===== src/rtl/core/itf_pkg.sv =====
package itf_pkg;

  localparam int DEF_MAX_FIELD  = 64;
  localparam int DEF_VALUE_BITS = 64;
  localparam int CFG_W          = 7;
  localparam int NDIG_W         = 7;
  localparam int NPH            = 9;

  localparam logic [1:0] RADIX_BIN = 2'd0;
  localparam logic [1:0] RADIX_OCT = 2'd1;
  localparam logic [1:0] RADIX_DEC = 2'd2;
  localparam logic [1:0] RADIX_HEX = 2'd3;

  localparam logic [2:0] REG_FIELD_WIDTH  = 3'd0;
  localparam logic [2:0] REG_PRECISION    = 3'd1;
  localparam logic [2:0] REG_PREC_ENABLE  = 3'd2;
  localparam logic [2:0] REG_FLAG_PLUS    = 3'd3;
  localparam logic [2:0] REG_FLAG_SPACE   = 3'd4;
  localparam logic [2:0] REG_FLAG_ALT     = 3'd5;
  localparam logic [2:0] REG_FLAG_ZERO    = 3'd6;
  localparam logic [2:0] REG_FLAG_LEFT    = 3'd7;

  localparam logic [7:0] CH_SPACE = 8'h20;
  localparam logic [7:0] CH_PLUS  = 8'h2B;
  localparam logic [7:0] CH_MINUS = 8'h2D;
  localparam logic [7:0] CH_ZERO  = 8'h30;
  localparam logic [7:0] CH_A_UP  = 8'h41;
  localparam logic [7:0] CH_X_UP  = 8'h58;
  localparam logic [7:0] CH_A_LO  = 8'h61;
  localparam logic [7:0] CH_B     = 8'h62;
  localparam logic [7:0] CH_O     = 8'h6F;
  localparam logic [7:0] CH_X_LO  = 8'h78;

  typedef struct packed {
    logic [63:0] value;
    logic        twos_comp;
    logic [1:0]  radix_select;
    logic        upper_hex;
    logic        big_o_prefix;
  } in_item_t;

  typedef struct packed {
    logic [63:0] chars;
    logic [3:0]  byte_count;
    logic        last;
  } out_item_t;

  typedef struct packed {
    logic [CFG_W-1:0] field_width;
    logic [CFG_W-1:0] precision;
    logic             precision_enable;
    logic             flag_plus;
    logic             flag_space;
    logic             flag_alternate;
    logic             flag_zero_fill;
    logic             flag_left_justify;
  } cfg_t;

  typedef struct packed {
    logic              negative;
    logic              is_zero;
    logic [1:0]        radix;
    logic              upper;
    logic              big_o;
    logic [NDIG_W-1:0] ndig;
  } dinfo_t;

  typedef enum logic [1:0] {CV_IDLE, CV_DEC, CV_NORM} conv_state_t;
  typedef enum logic [1:0] {PK_IDLE, PK_GEN, PK_OUT} pack_state_t;
  typedef enum logic [3:0] {
    PH_LPAD, PH_SIGN, PH_BIGO0, PH_BIGOO, PH_PFX0, PH_PFX1, PH_ZERO, PH_DIG, PH_RPAD
  } phase_t;

  function automatic logic [7:0] digit_char(input logic [3:0] d, input logic upper);
    logic [7:0] base;
    if (d < 4'd10) begin
      digit_char = CH_ZERO + {4'b0, d};
    end else begin
      base = upper ? CH_A_UP : CH_A_LO;
      digit_char = base + {4'b0, d} - 8'd10;
    end
  endfunction

endpackage


===== src/rtl/core/integer_to_text_formatter.sv =====
// Integer to text formatter.
// Input channel in_valid/in_ready/in_data carries one integer item with its
// signedness, radix, hex case and 0o request. Result channel out_valid/
// out_ready/out_data returns the text, up to eight ASCII chars per result with the
// first char in the low byte, byte_count and a last mark; empty text gives
// one result with byte_count 0. Formatting registers are to be written on the
// cfg_we/cfg_index/cfg_wdata port only while the block is idle (not enforced).
// One item at a time: in_ready is low from acceptance until the last result
// is taken. Digit conversion: decimal takes VALUE_BITS double-dabble shifts
// plus up to 19 leading-zero steps; other radices take up to VALUE_BITS-1
// leading-zero steps on the digit shift register. Text then leaves one char
// per cycle, pausing while each result is handed out, plus up to eight
// layout steps at the phase changes.
// A stalled receiver holds the current result; char generation waits with it.
// Synchronous reset returns both sequencers to idle and clears the formatting
// registers to 0 (no width, no precision, no flags).
module integer_to_text_formatter import itf_pkg::*; #(
  parameter int MAX_FIELD  = DEF_MAX_FIELD,
  parameter int VALUE_BITS = DEF_VALUE_BITS
) (
  input  logic             clk,
  input  logic             rst_n,
  input  logic             in_valid,
  output logic             in_ready,
  input  in_item_t         in_data,
  output logic             out_valid,
  input  logic             out_ready,
  output out_item_t        out_data,
  input  logic             cfg_we,
  input  logic [2:0]       cfg_index,
  input  logic [CFG_W-1:0] cfg_wdata
);

  cfg_t       cfg_r;
  dinfo_t     info;
  logic [3:0] top_digit;
  logic       conv_busy, conv_done, pack_busy, pop, start;
  logic [CFG_W-1:0] field_sat;

  always_comb begin
    field_sat = ({1'b0, cfg_wdata} > 8'(MAX_FIELD)) ? CFG_W'(MAX_FIELD) : cfg_wdata;
    in_ready  = !conv_busy && !pack_busy;
    start     = in_valid && in_ready;
  end

  always_ff @(posedge clk) begin
    if (!rst_n) begin
      cfg_r <= '0;
    end else if (cfg_we) begin
      case (cfg_index)
        REG_FIELD_WIDTH: cfg_r.field_width       <= field_sat;
        REG_PRECISION:   cfg_r.precision         <= field_sat;
        REG_PREC_ENABLE: cfg_r.precision_enable  <= cfg_wdata[0];
        REG_FLAG_PLUS:   cfg_r.flag_plus         <= cfg_wdata[0];
        REG_FLAG_SPACE:  cfg_r.flag_space        <= cfg_wdata[0];
        REG_FLAG_ALT:    cfg_r.flag_alternate    <= cfg_wdata[0];
        REG_FLAG_ZERO:   cfg_r.flag_zero_fill    <= cfg_wdata[0];
        REG_FLAG_LEFT:   cfg_r.flag_left_justify <= cfg_wdata[0];
        default: ;
      endcase
    end
  end

  itf_conv #(.VALUE_BITS(VALUE_BITS)) u_conv (
    .clk       (clk),
    .rst_n     (rst_n),
    .start     (start),
    .item      (in_data),
    .pop       (pop),
    .info      (info),
    .top_digit (top_digit),
    .busy      (conv_busy),
    .done      (conv_done)
  );

  itf_pack u_pack (
    .clk       (clk),
    .rst_n     (rst_n),
    .start     (conv_done),
    .info      (info),
    .top_digit (top_digit),
    .cfg       (cfg_r),
    .pop       (pop),
    .busy      (pack_busy),
    .out_valid (out_valid),
    .out_ready (out_ready),
    .out_data  (out_data)
  );

`ifndef SYNTHESIS
  a_no_accept_while_out: assert property (@(posedge clk) disable iff (!rst_n)
    out_valid |-> !in_ready) else $error("item accepted while a result is pending");
  a_busy_after_accept: assert property (@(posedge clk) disable iff (!rst_n)
    (in_valid && in_ready) |=> !in_ready) else $error("ready right after accept");
  a_full_words: assert property (@(posedge clk) disable iff (!rst_n)
    (out_valid && !out_data.last) |-> (out_data.byte_count == 4'd8))
    else $error("short result before last");
  a_count_range: assert property (@(posedge clk) disable iff (!rst_n)
    out_valid |-> (out_data.byte_count <= 4'd8)) else $error("byte count over 8");
`endif

endmodule


===== src/rtl/core/itf_conv.sv =====
module itf_conv import itf_pkg::*; #(
  parameter int VALUE_BITS = DEF_VALUE_BITS
) (
  input  logic       clk,
  input  logic       rst_n,
  input  logic       start,
  input  in_item_t   item,
  input  logic       pop,
  output dinfo_t     info,
  output logic [3:0] top_digit,
  output logic       busy,
  output logic       done
);

  localparam int NB   = VALUE_BITS;
  localparam int NOCT = (NB + 2) / 3;
  localparam int NHEX = (NB + 3) / 4;
  localparam int NDEC = ((NB * 1233) >> 12) + 1;
  localparam int CW   = $clog2(NB + 1);

  conv_state_t state_r, state_nxt;
  logic [NB-1:0][3:0] sr_r;
  logic [NB-1:0]      bin_r;
  logic [NDEC*4-1:0]  bcd_r;
  logic [CW-1:0]      cnt_r;
  logic [NDIG_W-1:0]  ndig_r;
  logic neg_r, zero_r, upper_r, bigo_r, done_r;
  logic [1:0] radix_r;

  logic [NB-1:0]      u, mag;
  logic               neg;
  logic [NOCT*3-1:0]  oext;
  logic [NHEX*4-1:0]  hext;
  logic [NB-1:0][3:0] sr_load, sr_dec, sr_shift;
  logic [NDIG_W-1:0]  ndig_load;
  logic [NDEC*4-1:0]  adj, bcd_nxt;
  logic [NB-1:0]      bin_nxt;
  logic               shrink;

  always_comb begin
    u    = item.value[NB-1:0];
    neg  = item.twos_comp & u[NB-1];
    mag  = neg ? (~u + {{(NB-1){1'b0}}, 1'b1}) : u;
    oext = (NOCT*3)'(mag);
    hext = (NHEX*4)'(mag);
    sr_load   = '0;
    ndig_load = NDIG_W'(NB);
    case (item.radix_select)
      RADIX_BIN: begin
        for (int k = 0; k < NB; k++) sr_load[k] = {3'b000, mag[k]};
      end
      RADIX_OCT: begin
        for (int k = 0; k < NOCT; k++) sr_load[NB-NOCT+k] = {1'b0, oext[3*k +: 3]};
        ndig_load = NDIG_W'(NOCT);
      end
      RADIX_HEX: begin
        for (int k = 0; k < NHEX; k++) sr_load[NB-NHEX+k] = hext[4*k +: 4];
        ndig_load = NDIG_W'(NHEX);
      end
      default: ndig_load = NDIG_W'(NDEC);
    endcase
  end

  // double dabble: add 3 to every BCD digit of 5 or more, then shift in a bit
  always_comb begin
    for (int k = 0; k < NDEC; k++) begin
      adj[4*k +: 4] = (bcd_r[4*k +: 4] >= 4'd5) ? bcd_r[4*k +: 4] + 4'd3 : bcd_r[4*k +: 4];
    end
    bcd_nxt = {adj[NDEC*4-2:0], bin_r[NB-1]};
    bin_nxt = {bin_r[NB-2:0], 1'b0};
    sr_dec  = '0;
    for (int k = 0; k < NDEC; k++) sr_dec[NB-NDEC+k] = bcd_nxt[4*k +: 4];
    sr_shift = {sr_r[NB-2:0], 4'h0};
    shrink   = (ndig_r > NDIG_W'(1)) && (sr_r[NB-1] == 4'h0);
  end

  always_comb begin
    state_nxt = state_r;
    case (state_r)
      CV_IDLE: if (start) state_nxt = (item.radix_select == RADIX_DEC) ? CV_DEC : CV_NORM;
      CV_DEC:  if (cnt_r == CW'(1)) state_nxt = CV_NORM;
      CV_NORM: if (!shrink) state_nxt = CV_IDLE;
      default: state_nxt = CV_IDLE;
    endcase
  end

  always_comb begin
    busy = (state_r != CV_IDLE) || done_r;
    done = done_r;
    top_digit = sr_r[NB-1];
    info = '{negative: neg_r, is_zero: zero_r, radix: radix_r, upper: upper_r,
             big_o: bigo_r, ndig: ndig_r};
  end

  always_ff @(posedge clk) begin
    if (!rst_n) begin
      state_r <= CV_IDLE;
      done_r  <= 1'b0;
    end else begin
      state_r <= state_nxt;
      done_r  <= (state_r == CV_NORM) && !shrink;
    end
  end

  always_ff @(posedge clk) begin
    case (state_r)
      CV_IDLE: begin
        if (start) begin
          neg_r   <= neg;
          zero_r  <= (mag == '0);
          radix_r <= item.radix_select;
          upper_r <= item.upper_hex;
          bigo_r  <= item.big_o_prefix;
          bin_r   <= mag;
          bcd_r   <= '0;
          cnt_r   <= CW'(NB);
          sr_r    <= sr_load;
          ndig_r  <= ndig_load;
        end else if (pop) begin
          sr_r <= sr_shift;
        end
      end
      CV_DEC: begin
        bcd_r <= bcd_nxt;
        bin_r <= bin_nxt;
        cnt_r <= cnt_r - CW'(1);
        if (cnt_r == CW'(1)) sr_r <= sr_dec;
      end
      CV_NORM: begin
        if (shrink) begin
          sr_r   <= sr_shift;
          ndig_r <= ndig_r - NDIG_W'(1);
        end
      end
      default: ;
    endcase
  end

endmodule


===== src/rtl/core/itf_pack.sv =====
module itf_pack import itf_pkg::*; (
  input  logic       clk,
  input  logic       rst_n,
  input  logic       start,
  input  dinfo_t     info,
  input  logic [3:0] top_digit,
  input  cfg_t       cfg,
  output logic       pop,
  output logic       busy,
  output logic       out_valid,
  input  logic       out_ready,
  output out_item_t  out_data
);

  pack_state_t state_r, state_nxt;
  phase_t      ph_r, ph_next;
  logic [7:0]  rem_r;
  logic [7:0]  len_r [NPH];
  logic [8:0]  tot_r;
  logic [63:0] word_r;
  logic [3:0]  cnt_r;
  logic        last_r;

  logic       shown, special, emit, word_done;
  logic [6:0] want;
  logic [7:0] ndig8, want8, zcnt, pfx, len_ld [NPH];
  logic [8:0] clen, fw9, pad, total;
  logic [7:0] ch;

  // text layout: pad, sign, 0o, radix prefix, zeros, digits, pad
  always_comb begin
    shown   = info.negative | cfg.flag_plus | cfg.flag_space;
    special = cfg.precision_enable && (cfg.precision == '0) && info.is_zero;
    if (cfg.precision_enable) want = cfg.precision;
    else if (cfg.flag_zero_fill && !cfg.flag_left_justify && cfg.field_width != '0)
      want = cfg.field_width - {6'b0, shown};
    else want = '0;
    ndig8 = 8'(info.ndig);
    want8 = 8'(want);
    zcnt  = (want8 > ndig8) ? want8 - ndig8 : 8'd0;
    case (info.radix)
      RADIX_BIN: pfx = 8'd2;
      RADIX_OCT: pfx = (zcnt == 8'd0 && !info.is_zero) ? 8'd1 : 8'd0;
      RADIX_HEX: pfx = 8'd2;
      default:   pfx = 8'd0;
    endcase
    if (!cfg.flag_alternate || special) pfx = 8'd0;
    len_ld[PH_SIGN]  = {7'b0, !special & shown};
    len_ld[PH_BIGO0] = {7'b0, !special & info.big_o};
    len_ld[PH_BIGOO] = {7'b0, !special & info.big_o};
    len_ld[PH_PFX0]  = {7'b0, pfx != 8'd0};
    len_ld[PH_PFX1]  = {7'b0, pfx == 8'd2};
    len_ld[PH_ZERO]  = special ? 8'd0 : zcnt;
    len_ld[PH_DIG]   = special ? 8'd0 : ndig8;
    clen = 9'(len_ld[PH_SIGN]) + 9'(len_ld[PH_BIGO0]) + 9'(len_ld[PH_BIGOO])
         + 9'(pfx) + 9'(len_ld[PH_ZERO]) + 9'(len_ld[PH_DIG]);
    fw9   = 9'(cfg.field_width);
    pad   = (fw9 > clen) ? fw9 - clen : 9'd0;
    total = clen + pad;
    len_ld[PH_LPAD] = cfg.flag_left_justify ? 8'd0 : pad[7:0];
    len_ld[PH_RPAD] = cfg.flag_left_justify ? pad[7:0] : 8'd0;
  end

  always_comb begin
    ph_next = phase_t'(ph_r + 4'd1);
    case (ph_r)
      PH_SIGN:  ch = info.negative ? CH_MINUS : (cfg.flag_plus ? CH_PLUS : CH_SPACE);
      PH_BIGO0: ch = CH_ZERO;
      PH_BIGOO: ch = CH_O;
      PH_PFX0:  ch = CH_ZERO;
      PH_PFX1:  ch = (info.radix == RADIX_BIN) ? CH_B : (info.upper ? CH_X_UP : CH_X_LO);
      PH_ZERO:  ch = CH_ZERO;
      PH_DIG:   ch = digit_char(top_digit, info.upper);
      default:  ch = CH_SPACE;
    endcase
  end

  always_comb begin
    busy      = (state_r != PK_IDLE);
    out_valid = (state_r == PK_OUT);
    emit      = (state_r == PK_GEN) && (rem_r != 8'd0);
    pop       = emit && (ph_r == PH_DIG);
    word_done = emit && ((cnt_r == 4'd7) || (tot_r == 9'd1));
    out_data  = '{chars: word_r, byte_count: cnt_r, last: last_r};
  end

  always_comb begin
    state_nxt = state_r;
    case (state_r)
      PK_IDLE: if (start) state_nxt = (total == 9'd0) ? PK_OUT : PK_GEN;
      PK_GEN:  if (word_done) state_nxt = PK_OUT;
      PK_OUT:  if (out_ready) state_nxt = last_r ? PK_IDLE : PK_GEN;
      default: state_nxt = PK_IDLE;
    endcase
  end

  always_ff @(posedge clk) begin
    if (!rst_n) state_r <= PK_IDLE;
    else        state_r <= state_nxt;
  end

  always_ff @(posedge clk) begin
    case (state_r)
      PK_IDLE: begin
        if (start) begin
          for (int p = 0; p < NPH; p++) len_r[p] <= len_ld[p];
          ph_r   <= PH_LPAD;
          rem_r  <= len_ld[PH_LPAD];
          tot_r  <= total;
          word_r <= '0;
          cnt_r  <= '0;
          last_r <= (total == 9'd0);
        end
      end
      PK_GEN: begin
        if (emit) begin
          word_r[{cnt_r[2:0], 3'b000} +: 8] <= ch;
          cnt_r  <= cnt_r + 4'd1;
          tot_r  <= tot_r - 9'd1;
          rem_r  <= rem_r - 8'd1;
          last_r <= (tot_r == 9'd1);
        end else begin
          // empty phase step, no char this cycle
          ph_r  <= ph_next;
          rem_r <= (ph_r == PH_RPAD) ? 8'd0 : len_r[ph_next];
        end
      end
      PK_OUT: begin
        if (out_ready) begin
          word_r <= '0;
          cnt_r  <= '0;
        end
      end
      default: ;
    endcase
  end

endmodule

===== config.mk =====
export PLATFORM = sky130hd
export DESIGN_NAME = integer_to_text_formatter
export DESIGN_NICKNAME = d
export VERILOG_FILES = /design/src/rtl/core/itf_pkg.sv /design/src/rtl/core/integer_to_text_formatter.sv /design/src/rtl/core/itf_conv.sv /design/src/rtl/core/itf_pack.sv
export SDC_FILE = /design/constraint.sdc
export NUM_CORES = 1
export LEC_CHECK = 0
export ABC_AREA = 0
export BUFFER_PORTS_ARGS = -buffer_cell sky130_fd_sc_hd__buf_2
export CORE_ASPECT_RATIO = 0.9
export CORE_UTILIZATION = 53
export DETAILED_ROUTE_END_ITERATION = 10
export PLACE_DENSITY = 0.79
export SLEW_MARGIN = 30
export SYNTH_ARGS = -nofsm -noshare
export SYNTH_HDL_FRONTEND = slang
export SYNTH_SLANG_ARGS = --single-unit

===== constraint.sdc =====
create_clock -name clk -period 14.8 [get_ports clk]
set_input_delay 0.74 -clock clk [delete_from_list [all_inputs] [get_ports clk]]
set_output_delay 0.74 -clock clk [all_outputs]
set_load 0.05 [all_outputs]

==> impl_metrics.toml <==
[run_status]
outcome = "finished clean"

[pwr]
p_sw_mw = 2.999
irDropWorstVdd_uv = 139.5
clockPowerShare_pct = 17.8
p_leak_nw = 10.70
internal-power_mw = 3.900
p_sw_share_pct = 43.47
power_density_nw_per_um2 = 240.2
power_frac_comb_pct = 46.3
power.share.sequential_pct = 35.9

[worst_setup_path]
cp_num_cells = 43
crit_type = "reg -> reg"
rr_startpoint = "u_conv.neg_r"
endpoint = "u_pack.last_r"
crit_start = "u_conv.neg_r"
crit_buf_inv = 5
cp.required_ns = 15.25
crit_family = "compound AO/OA/AOI/OAI gates"
critical_path.max_stage_delay_ns = 0.59
reg2reg_setup_slack_ns = 4.33
arrival_ns = 10.92
crit_slowest_cell = "xor2_1"
ff2ff_path_depth = 43
critical_path.reg2reg.endpoint = "u_pack.last_r"
start_kind = "flop"
path_max_fanout = 24
endpoint_kind = "flop"

[global_route]
track_usage_pct = 27.40
grt_max_degree = 81
grt_antenna_before_repair = 4
grt_pass1_vias = 19490
grt_pass1_wl_um = 106300
overflow = 0

[clocking]
htreeDepth = 2
clk_latency_ns = 0.58
cts_resized = 0
hold_buffers = 0
cts.sinks = 442
cts.path.max_buffers = 3
clk_pin_slew_ns = 0.06
tritoncts = "yes"
numCtsBuffers = 47
cts_setup_buffers = 0
cts-root-buf = "clkbuf_16"

[logic_synthesis]
syn-cell-area_um2 = 25740
synth_cell_types = 83
postSynthAreaPerCell_um2 = 10.36
synth_cells = 2484
synth_flop_cell = "edfxtp_1"
synth_common_cells = "edfxtp_1, nor2_1, nand2_1, a21oi_1, o21ai_0"
synth_top_family_by_area = "compound AO/OA/AOI/OAI gates"
synth_compound_area_share_pct = 15.86
yosys.area_share.simple_pct = 14.69
ys_async_sr_fraction_pct = 0
synth_fa_ha_area_share_pct = 5.814
yosysTopAreaCell = "edfxtp_1"
synth_top_area_share_pct = 48.65
synthMuxAreaShare_pct = 3.641
ys_seq_area_share_pct = 50.59
synth_area_leaders = "edfxtp_1, ha_1, nor2_1"
yosys_warnings = 0
synth.most_common_cell = "edfxtp_1"
synth_xor_area_share_pct = 5.770
synth.ff_latch_count = 442
synth_edf_count = 417

[floorplan]
rows = 76
core_area_um2 = 47930
die_w_um = 234.3
io_pins = 155
die_area_um2 = 49450
die_height_um = 211.1
initial_core_util_pct = 53.71

[placed_design]
place_inst = 3167
portBuffers = 154
hpwl_um = 47620
place.gp.congestion = 0.9024

[detailed_routing]
num_vias = 20320
drt_iter0_drc = 2547
post_drt_wl_per_cell_um = 21.06
wl_um = 68600
firstDrtPassIters = 6
drc_errors = 0
drt-vias-per-instance = 6.236
ant_nets = 0

[timing]
slew_headroom_pct = 28.95
setup_tns_ns = 0
drv_slew = 0
rsz0062_at_grt = "false"
timing.final.crit_share_pct = 70.73
fmax_ghz = 0.09552
skew_ns = 0.01940
setup_viol = 0
fin_crit_ns = 10.47
timing_hold_violations_final = 0
tightest_slew_ns = 1.058

[cells_and_area]
fin_nets = 2793
finalNonFillerCells = 3258
drive_gt1_share_pct = 12.66
area_growth_pct = 11.57
final.fill_count = 3885
final_core_util_pct = 59.92

[worst_hold_path]
min_delay_path_depth = 1
hold_class = "in -> reg"

[job]
maxCapViolations = 0
-- state kept, by name, summed over array words and instances (netlist names), 4 cells and up --
| register | flops |
|---|---|
| u_conv.sr_r | 124 |
| u_conv.bcd_r | 80 |
| u_conv.bin_r | 64 |
| u_pack.word_r | 64 |
| u_pack.len_r | 35 |
| cfg_r | 20 |
| u_pack.tot_r | 9 |
| u_pack.rem_r | 8 |
| u_conv.cnt_r | 7 |
| u_conv.ndig_r | 7 |
| u_conv.top_digit | 4 |
| u_pack.cnt_r | 4 |
| u_pack.ph_r | 4 |
-- cell families (layout without fill, tap and decap cells) --
kind of cell / Yosys count / after routing
flops: 442 / 442
fa+ha+maj: 116 / 116
xor+xnor: 168 / 168
other cells: 1 / 6
mux: 86 / 86
compound gates: 632 / 632
buf+inv: 241 / 386
simple gates: 798 / 798
-- layer usage --
metal | vias to the layer above | routed length (um) | global-route usage [%]
met4 | 0 | 2113 | 9.655
met1 | 9746 | 28230 | 38.01
met5 | - | 0 | 0
li1 | 9330 | - | -
met3 | 150 | 6857 | 5.616
met2 | 1090 | 31400 | 42.62
-- worst register-to-register path, delay by kind of cell, from the launching register on --
kind | cells | cell delay, ns
AOI/OAI and AO/OA | 15 | 3.19
xor gates and xnor gates | 1 | 0.60
adders and majority gates | 9 | 3.10
buffers and inverters | 5 | 0.50
DFF | 1 | 0.43
and+or+nand+nor | 13 | 2.55
-- stage by stage --
stage | total power, mW | cell area (um^2) | hold slack, ns | worst slack [ns]
after floorplan | 4.861 | 25750 | 0.4754 | 2.258
after CTS | 6.861 | 28680 | 0.3584 | 4.404
after global routing | 7.293 | 28720 | 0.3805 | 3.475
after detailed placement | 5.612 | 27100 | 0.5119 | 4.456
final | 6.898 | 28720 | 0.3900 | 4.332
after global placement | 5.487 | 27090 | 0.4904 | 4.755
-- worst min path at each step --
stage	start	end
after floorplan	cfg_r[3]	cfg_r[3]
after global placement	cfg_r[3]	cfg_r[3]
after detailed placement	u_conv.sr_r[16]	u_conv.sr_r[20]
after CTS	in_data[3]	u_conv.radix_r[1]
after global routing	in_data[2]	u_conv.radix_r[0]
final	in_data[3]	u_conv.radix_r[1]
-- final cells by class --
class | instances | area [um^2] | share of cell area, %
repair buffers | 180 | 970.9 | 3.381
multi-input cells | 1803 | 11900 | 41.45
flip-flops and latches | 442 | 13020 | 45.35
clock inverters | 31 | 320.3 | 1.115
well taps | 624 | 780.7 | 2.719
inverters | 119 | 449.2 | 1.564
clock buffers | 56 | 1262 | 4.396
diodes | 3 | 7.507 | 0.02614
-- power groups by stage --
stage / logic [mW] / registers (mW) / clock network, mW
after floorplan: 1.97 / 2.89 / 0
after global placement: 3.03 / 2.46 / 0
after CTS: 3.15 / 2.47 / 1.24
after detailed placement: 3.12 / 2.49 / 0
final: 3.20 / 2.48 / 1.23
after global routing: 3.48 / 2.53 / 1.29
-- cells in the final DEF, fill, tap and decap left out, types with 23 or more instances in the layout --
cell       synthesis  layout
edfxtp_1         417     417
nor2_1           286     283
nand2_1          214     214
a21oi_1          163     161
buf_2              0     154
o21ai_0          154     153
inv_1            116     116
ha_1             110     109
xnor2_1          104     103
a22oi_1           64      64
xor2_1            63      63
a211oi_1          62      62
nor3_1            55      54
mux2_2            51      51
clkbuf_16          0      49
nor2b_1           42      42
nand2b_1          40      39
mux2i_1           34      34
nand3_1           30      30
dfxtp_1           25      25
buf_4              1      23
Power figures use the tool's default switching activity.
